--- src/rtl/core/tacs_pkg.sv ---
// Package for the tiny accumulator CPU step block.
// Holds opcodes, field widths, the architectural state struct and the result struct.
// No dependencies.
package tacs_pkg;

   localparam int MemDepth  = 16;
   localparam int AddrWidth = 4;
   localparam int DataWidth = 8;
   localparam int StepWidth = 12;

   localparam logic [StepWidth-1:0] STEP_LIMIT_RESET = 12'd3000;

   // command selector carried in tuser
   localparam logic CMD_LOAD = 1'b0;
   localparam logic CMD_STEP = 1'b1;

   // opcodes, high nibble of an instruction byte
   localparam logic [3:0] OP_NOP   = 4'h0;
   localparam logic [3:0] OP_LDA   = 4'h1;
   localparam logic [3:0] OP_STA   = 4'h2;
   localparam logic [3:0] OP_LDB   = 4'h3;
   localparam logic [3:0] OP_STB   = 4'h4;
   localparam logic [3:0] OP_ADD   = 4'h5;
   localparam logic [3:0] OP_SUB   = 4'h6;
   localparam logic [3:0] OP_JMP   = 4'h7;
   localparam logic [3:0] OP_JNZ   = 4'h8;
   localparam logic [3:0] OP_JNC   = 4'h9;
   localparam logic [3:0] OP_BAD_A = 4'hA;
   localparam logic [3:0] OP_BAD_B = 4'hB;
   localparam logic [3:0] OP_BAD_C = 4'hC;
   localparam logic [3:0] OP_BAD_D = 4'hD;
   localparam logic [3:0] OP_HLT   = 4'hE;
   localparam logic [3:0] OP_OUT   = 4'hF;

   typedef struct packed {
      logic [AddrWidth-1:0] pc;
      logic [DataWidth-1:0] a;
      logic [DataWidth-1:0] b;
      logic                 zero;
      logic                 carry;
      logic                 halt;
      logic [StepWidth-1:0] steps;
   } cpu_state_type;

   typedef struct packed {
      logic                 en;
      logic [AddrWidth-1:0] addr;
      logic [DataWidth-1:0] data;
   } mem_wr_type;

   typedef struct packed {
      logic                 bad_opcode;
      logic [DataWidth-1:0] out_value;
      logic                 out_valid;
      logic                 halted;
      logic                 carry_flag;
      logic                 zero_flag;
      logic [DataWidth-1:0] register_b;
      logic [DataWidth-1:0] accumulator_a;
      logic [AddrWidth-1:0] program_counter;
   } rsp_type;

endpackage

--- src/rtl/core/tacs_exec.sv ---
// Execute unit of the tiny accumulator CPU: one load or one instruction step.
// Purely combinational: next state, memory write and result item.
// Depends on tacs_pkg.
module tacs_exec (
   input  logic                           cmd,
   input  logic [tacs_pkg::AddrWidth-1:0] load_addr,
   input  logic [tacs_pkg::DataWidth-1:0] load_data,
   input  tacs_pkg::cpu_state_type        state_cur,
   input  logic [tacs_pkg::DataWidth-1:0] mem [tacs_pkg::MemDepth],
   input  logic [tacs_pkg::StepWidth-1:0] step_limit,
   output tacs_pkg::cpu_state_type        state_nxt,
   output tacs_pkg::mem_wr_type           mem_wr,
   output tacs_pkg::rsp_type              result
);

   logic [tacs_pkg::DataWidth-1:0] instr;
   logic [3:0]                     op;
   logic [tacs_pkg::AddrWidth-1:0] arg;
   logic [tacs_pkg::DataWidth-1:0] operand;
   logic [tacs_pkg::DataWidth:0]   sum;
   logic [tacs_pkg::DataWidth:0]   diff;
   logic                           run;
   logic                           out_hit;
   logic                           bad_hit;

   assign instr   = mem[state_cur.pc];
   assign op      = instr[7:4];
   assign arg     = instr[3:0];
   assign operand = mem[arg];
   assign sum     = {1'b0, state_cur.a} + {1'b0, state_cur.b};
   // borrow lands in the top bit
   assign diff    = {1'b0, state_cur.a} - {1'b0, state_cur.b};
   assign run     = (cmd == tacs_pkg::CMD_STEP) && !state_cur.halt
                    && (state_cur.steps < step_limit);

   always_comb begin
      state_nxt = state_cur;
      mem_wr    = '0;
      out_hit   = 1'b0;
      bad_hit   = 1'b0;
      if (cmd == tacs_pkg::CMD_LOAD) begin
         mem_wr.en   = 1'b1;
         mem_wr.addr = load_addr;
         mem_wr.data = load_data;
      end else if (run) begin
         state_nxt.pc    = state_cur.pc + 1'b1;
         state_nxt.steps = state_cur.steps + 1'b1;
         unique case (op)
            tacs_pkg::OP_LDA: state_nxt.a = operand;
            tacs_pkg::OP_STA: begin
               mem_wr.en   = 1'b1;
               mem_wr.addr = arg;
               mem_wr.data = state_cur.a;
            end
            tacs_pkg::OP_LDB: state_nxt.b = operand;
            tacs_pkg::OP_STB: begin
               mem_wr.en   = 1'b1;
               mem_wr.addr = arg;
               mem_wr.data = state_cur.b;
            end
            tacs_pkg::OP_ADD: begin
               state_nxt.b     = sum[7:0];
               state_nxt.carry = sum[8];
               state_nxt.zero  = (sum[7:0] == '0);
            end
            tacs_pkg::OP_SUB: begin
               state_nxt.b     = diff[7:0];
               state_nxt.carry = diff[8];
               state_nxt.zero  = (diff[7:0] == '0);
            end
            tacs_pkg::OP_JMP: state_nxt.pc = arg;
            tacs_pkg::OP_JNZ: if (!state_cur.zero) state_nxt.pc = arg;
            tacs_pkg::OP_JNC: if (!state_cur.carry) state_nxt.pc = arg;
            tacs_pkg::OP_BAD_A, tacs_pkg::OP_BAD_B,
            tacs_pkg::OP_BAD_C, tacs_pkg::OP_BAD_D: bad_hit = 1'b1;
            tacs_pkg::OP_HLT: state_nxt.halt = 1'b1;
            tacs_pkg::OP_OUT: out_hit = 1'b1;
            default: ;  // NOP
         endcase
      end
   end

   always_comb begin
      result.program_counter = state_nxt.pc;
      result.accumulator_a   = state_nxt.a;
      result.register_b      = state_nxt.b;
      result.zero_flag       = state_nxt.zero;
      result.carry_flag      = state_nxt.carry;
      result.halted          = state_nxt.halt || (state_nxt.steps >= step_limit);
      result.out_valid       = out_hit;
      result.out_value       = out_hit ? state_cur.a : '0;
      result.bad_opcode      = bad_hit;
   end

endmodule

--- src/rtl/core/tiny_accumulator_cpu_step.sv ---
// Tiny accumulator CPU step block: top level with input, state and result registers.
// Depends on tacs_pkg and tacs_exec.
//
// Usage:
//   req channel: tuser = command (0 load a memory byte, 1 run one instruction),
//     tdata = load_address, load_data. Each item yields exactly one rsp item.
//   rsp channel: tdata = state after the item plus OUT and bad-opcode flags.
//   csr channel: writes step_limit (12 bits); always ready, apply while idle.
// Flow: an accepted item waits in the input register, then is executed into the result
//   register, which offers its rsp item, once that register is empty or being read.
// Throughput: one item per cycle while rsp_tready is high. The 16-byte memory is in
//   flip-flops so fetch, operand read, execute and write-back are all combinational.
// Reset: memory, PC, A, B, flags and step counter clear; step_limit = 3000;
//   both channels empty.
// Stall: with a result offered and rsp_tready low, the result register holds;
//   the input register takes one more item, then req_tready drops till the result moves.
module tiny_accumulator_cpu_step (
   input  logic        clock,
   input  logic        reset,
   input  logic        req_tvalid,
   output logic        req_tready,
   input  logic        req_tuser,   // [0] command
   input  logic [15:0] req_tdata,   // [3:0] load_address, [11:4] load_data, [15:12] zero
   output logic        rsp_tvalid,
   input  logic        rsp_tready,
   // [3:0] program_counter, [11:4] accumulator_a, [19:12] register_b,
   // [20] zero_flag, [21] carry_flag, [22] halted, [23] out_valid,
   // [31:24] out_value, [32] bad_opcode, [39:33] zero
   output logic [39:0] rsp_tdata,
   input  logic        csr_valid,
   output logic        csr_ready,
   input  logic [11:0] csr_data
);

   logic                           req_valid_ff;
   logic                           req_cmd_ff;
   logic [tacs_pkg::AddrWidth-1:0] req_addr_ff;
   logic [tacs_pkg::DataWidth-1:0] req_data_ff;
   logic                           rsp_valid_ff;
   tacs_pkg::rsp_type              rsp_ff;
   tacs_pkg::cpu_state_type        state_ff;
   tacs_pkg::cpu_state_type        state_in;
   logic [tacs_pkg::DataWidth-1:0] mem_ff [tacs_pkg::MemDepth];
   logic [tacs_pkg::StepWidth-1:0] limit_ff;
   tacs_pkg::mem_wr_type           mem_wr;
   tacs_pkg::rsp_type              rsp_in;
   logic                           advance;

   assign advance    = req_valid_ff && (!rsp_valid_ff || rsp_tready);
   assign req_tready = !req_valid_ff || advance;
   assign csr_ready  = 1'b1;

   tacs_exec u_exec (
      .cmd        (req_cmd_ff),
      .load_addr  (req_addr_ff),
      .load_data  (req_data_ff),
      .state_cur  (state_ff),
      .mem        (mem_ff),
      .step_limit (limit_ff),
      .state_nxt  (state_in),
      .mem_wr     (mem_wr),
      .result     (rsp_in)
   );

   always_ff @(posedge clock) begin
      if (reset) begin
         req_valid_ff <= 1'b0;
      end else if (req_tready) begin
         req_valid_ff <= req_tvalid;
      end
   end

   always_ff @(posedge clock) begin
      if (req_tvalid && req_tready) begin
         req_cmd_ff  <= req_tuser;
         req_addr_ff <= req_tdata[3:0];
         req_data_ff <= req_tdata[11:4];
      end
   end

   always_ff @(posedge clock) begin
      if (reset) begin
         rsp_valid_ff <= 1'b0;
      end else if (advance) begin
         rsp_valid_ff <= 1'b1;
      end else if (rsp_tready) begin
         rsp_valid_ff <= 1'b0;
      end
   end

   always_ff @(posedge clock) begin
      if (advance) begin
         rsp_ff <= rsp_in;
      end
   end

   always_ff @(posedge clock) begin
      if (reset) begin
         state_ff <= '0;
      end else if (advance) begin
         state_ff <= state_in;
      end
   end

   always_ff @(posedge clock) begin
      if (reset) begin
         for (int i = 0; i < tacs_pkg::MemDepth; i++) begin
            mem_ff[i] <= '0;
         end
      end else if (advance && mem_wr.en) begin
         mem_ff[mem_wr.addr] <= mem_wr.data;
      end
   end

   always_ff @(posedge clock) begin
      if (reset) begin
         limit_ff <= tacs_pkg::STEP_LIMIT_RESET;
      end else if (csr_valid && csr_ready) begin
         limit_ff <= csr_data;
      end
   end

   assign rsp_tvalid = rsp_valid_ff;
   assign rsp_tdata  = {7'd0, rsp_ff.bad_opcode, rsp_ff.out_value, rsp_ff.out_valid,
                        rsp_ff.halted, rsp_ff.carry_flag, rsp_ff.zero_flag,
                        rsp_ff.register_b, rsp_ff.accumulator_a, rsp_ff.program_counter};

endmodule

--- config.mk ---
export PLATFORM = sky130hd
export DESIGN_NAME = tiny_accumulator_cpu_step
export DESIGN_NICKNAME = d
export VERILOG_FILES = /design/src/rtl/core/tacs_pkg.sv /design/src/rtl/core/tacs_exec.sv /design/src/rtl/core/tiny_accumulator_cpu_step.sv
export SDC_FILE = /design/constraint.sdc
export NUM_CORES = 1
export LEC_CHECK = 0
export BUFFER_PORTS_ARGS = -buffer_cell sky130_fd_sc_hd__clkbuf_2
export CAP_MARGIN = 20
export CORE_MARGIN = 3
export CORE_UTILIZATION = 25
export CTS_CLUSTER_SIZE = 16
export DETAILED_ROUTE_END_ITERATION = 8
export HOLD_SLACK_MARGIN = 0.12
export PLACE_DENSITY_LB_ADDON = 0.08
export SLEW_MARGIN = 20
export SYNTH_ARGS = -nofsm -noshare
export SYNTH_HDL_FRONTEND = slang
export SYNTH_SLANG_ARGS = --single-unit
--- constraint.sdc ---
create_clock -name clock -period 5.1 [get_ports clock]
set_clock_uncertainty 0.15 [all_clocks]
set_input_delay 0.51 -clock clock [delete_from_list [all_inputs] [get_ports clock]]
set_output_delay 0.51 -clock clock [all_outputs]
set_load 0.02 [all_outputs]
==> run_results.csv <==
group,metric,value,unit
timing,tightest_slew,1.04,ns
route,drtAntennaViolNets,0,
route,avgViaCountPerCell,4.87,
cts,post_cts_buffers,0,
route,first_pass_iters,7,
pwr,ir_drop,223,uV
timing,rsz0062_at_grt,"false",
pwr,powerDensity,295,nW/um^2
cts,root_buffer,"clkbuf_16",
yosys,synth_ff_type,"dfxtp_1",
yosys,synth.distinct_cells,69,
yosys,syn_inst,1361,
setup_path,cp_slowest_cell,"dfxtp_2",
timing,slew_headroom,30.4,%
floorplanning,die_y,232,microns
yosys,synthMuxAreaShare,19.1,%
yosys,synth_xor_area_share,2.26,%
yosys,yosys_warnings,0,
cells_and_area,drive_gt1_share,17.0,%
setup_path,r2r_cells,11,
pwr,internal_power,0.00338,W
timing,slew_viol_final,0,
pwr,clkPwrFrac,48.5,%
timing,max_freq,0.223,GHz
setup_path,crit_buf_inv,3,
placement,dp_hpwl,31900,microns
global_routing,grt_pass1_vias,10555,
yosys,syn_area,12800,sq um
yosys,synth.avg_cell_area,9.42,sq um
setup_path,cp.required,5.25,ns
cells_and_area,fill_cells,5244,
timing,layout_min_cycle_time,4.49,ns
placement,port-buffer-count,64,
setup_path,r2r-end,"rsp_tdata[17]",
route,drt_iter0_drc,613,
floorplanning,io-pin-count,77,
timing,final.period_utilization,88.0,%
global_routing,gr-usage-all-layers,16.5,%
global_routing,grt_pass1_wl,68200,microns
setup_path,crit_cells,11,
cts,ctsHtreeMaxLevel,1,
yosys,yosysSeqAreaShare,38.4,%
route,drc,0,
floorplanning,dieArea,54000,sq um
yosys,synth-async-reset-ratio,0,%
setup_path,critPathLaunch,"state_ff[31]",
worst_hold_path,min_path_type,"register to register",
cells_and_area,seq_area,4930,sq um
setup_path,crit_path_end,"rsp_tdata[17]",
setup_path,crit_chain,"mux4_2, mux2_2, a22oi_2, buf_12, nand3_1, a32oi_1, buf_4, a21boi_0, o21ai_0, buf_4, mux2_2",
global_routing,overflow,0,
timing,finalSetupTns,0,ns
yosys,synth-seq-cells,223,
cts,cts_hold_buf,27,
yosys,synthAdderAreaFrac,4.32,%
cts,clk_latency,0.57,ns
setup_path,slowest_delay,0.82,ns
setup_path,crit_path_max_fanout,30,
cells_and_area,final_nets,1532,
global_routing,antenna_found_initial,0,
route,vias,10476,
route,totalWireLength,45100,microns
floorplanning,die-width,232,microns
cells_and_area,area_delta_synth_final,20.2,%
floorplanning,rows,82,
setup_path,end_kind,"register",
yosys,synth_edf_count,46,
yosys,synth_top_family_by_area,"multiplexers",
route,routedWlPerCell,21.0,microns
setup_path,criticalPathCategory,"register to register",
setup_path,cpLargestDelayFamily,"compound AO/OA/AOI/OAI gates",
setup_path,r2r-start,"state_ff[31]",
setup_path,cp.arrival,4.64,ns
placement,place_area,14100,sq um
cts,cts_tree,"yes",
job,drv_cap,0,
timing,final_hold_viol_count,0,
global_routing,grt_max_degree,86,
pwr,p_sw_share,25.7,%
floorplanning,core-area,50400,sq um
pwr,power.leakage,6.11,nW
cells_and_area,utilization,30.6,%
timing,setup_viol,0,
setup_path,rrSetupSlack,0.61,ns
floorplanning,start_util,25.4,%
cts,clkTransAtPathRegs,0.07,ns
cells_and_area,num_antenna_cells,0,
yosys,synth_compound_area_share,14.3,%
cells_and_area,multi_input_comb_area,7310,sq um
outcome,status,"finished clean",
cts,clockBufferDepth,3,
pwr,comb_power_share,10.5,%
cts,clock-sinks,223,
cts,post_cts_resized,0,
cts,cts_buffers,28,
cells_and_area,fin_area,15400,sq um
pwr,p_switching,0.00117,W
pwr,seqPwrFrac,40.9,%
placement,gp_congestion,0.795,
yosys,yosys.area_share.simple,16.8,%
setup_path,startpoint_type,"register",
-- per-stage QoR --
step	hold slack (ns)	power, W	std cells	worst slack, ns
2_1_floorplan	0.290	0.00217	1367	1.48
3_3_place_gp	0.305	0.00236	2070	0.651
3_5_place_dp	0.313	0.00236	2070	0.636
4_1_cts	0.323	0.00463	2149	0.618
5_1_grt	0.343	0.00471	2149	0.374
6_report	0.325	0.00454	2149	0.614
-- area by class of cell --
type | count | share of cell area (%)
Multi-Input combinational cell | 1004 | 47.5
Sequential cell | 223 | 32.0
Timing Repair Buffer | 158 | 7.34
Clock buffer | 39 | 5.62
Tap cell | 672 | 5.46
Clock inverter | 13 | 1.09
Inverter | 40 | 1.01
-- layout by cell type (no fill, tap or decap), types with 9 or more instances in the layout --
cell type        n
o211ai_1        10
xnor2_1         23
a22o_1          12
nor2b_1         15
nor3_1          19
nand2_1        189
clkbuf_2        64
a32oi_1         17
edfxtp_1        46
nor2_1          78
dlygate4sd3_1   27
nand3_1         65
a21oi_1         41
mux2i_1        149
and3_1          15
a22oi_1         20
a211oi_1         9
a21o_1          10
inv_1           38
dfxtp_1        175
ha_1            41
o22ai_1          9
and2_1          15
a211o_1         11
xor2_1          10
buf_4           64
o21ai_0         58
mux4_2          35
nand3b_1        10
o21a_1          12
mux2_2          15
clkbuf_16       31
nand2b_1        15
-- synth_stat cells, types with 19 or more instances --
| master | instances | area [sq um] |
|---|---|---|
| nor2_1 | 78 | 293 |
| inv_1 | 40 | 150 |
| dfxtp_1 | 177 | 3540 |
| mux2i_1 | 149 | 1490 |
| edfxtp_1 | 46 | 1380 |
| mux4_2 | 35 | 788 |
| nand2_1 | 189 | 709 |
| ha_1 | 41 | 513 |
| a22oi_1 | 21 | 158 |
| nand3_1 | 65 | 325 |
| nor3_1 | 19 | 95.1 |
| xnor2_1 | 23 | 201 |
| clkbuf_1 | 59 | 221 |
| o21ai_0 | 59 | 295 |
| a21oi_1 | 41 | 205 |
-- registers in the layout, indices dropped and copies added, names as in the netlist --
name / cells
req_cmd_ff: 1
rsp_tdata: 33
req_data_ff: 8
limit_ff: 12
mem_ff: 128
rsp_tvalid: 1
req_valid_ff: 1
req_addr_ff: 4
state_ff: 35
-- routing by layer --
layer	vias up	share of wire, %	global-route usage (%)
li1	5142	-	-
met1	5138	49	23.4
met2	153	46	26.9
met3	43	3.0	1.73
met4	0	2.0	4.16
met5	-	0	0
-- worst min-delay path by stage --
stage | startpoint | to | slack [ns] | cells past startpoint
3_5_place_dp | mem_ff[106] | mem_ff[106] | 0.31 | 2
6_report | mem_ff[106] | mem_ff[106] | 0.33 | 2
4_1_cts | mem_ff[48] | mem_ff[48] | 0.32 | 2
2_1_floorplan | mem_ff[22] | mem_ff[22] | 0.29 | 2
5_1_grt | mem_ff[110] | mem_ff[110] | 0.34 | 2
3_3_place_gp | mem_ff[38] | mem_ff[38] | 0.30 | 2
-- cells by family (layout without fill, tap and decap cells) --
group / Yosys count / count (layout)
AND/OR/NAND/NOR: 457 / 457
AO/OA/AOI/OAI: 264 / 264
flip-flops: 223 / 223
multiplexers: 199 / 199
buffers and inverters: 140 / 250
adder cells (fa/ha/maj): 43 / 43
XOR/XNOR: 33 / 33
other: 2 / 8
-- worst register-to-register path: cells and delay by family, from the launching register on --
family          cells  cell delay, ns
flops               1            0.82
compound gates      4            1.28
simple gates        1            0.15
buf+inv             3            0.66
mux                 3            1.16
-- power groups by stage --
stage | Clock (W) | Sequential [W] | Combinational, W
after floorplan | 0 | 0.00190 | 0.000278
after global placement | 0 | 0.00190 | 0.000465
after detailed placement | 0 | 0.00190 | 0.000466
after CTS | 0.00228 | 0.00186 | 0.000484
after global routing | 0.00233 | 0.00186 | 0.000518
final | 0.00221 | 0.00186 | 0.000478
No activity file was read; power rests on OpenSTA's default activity.
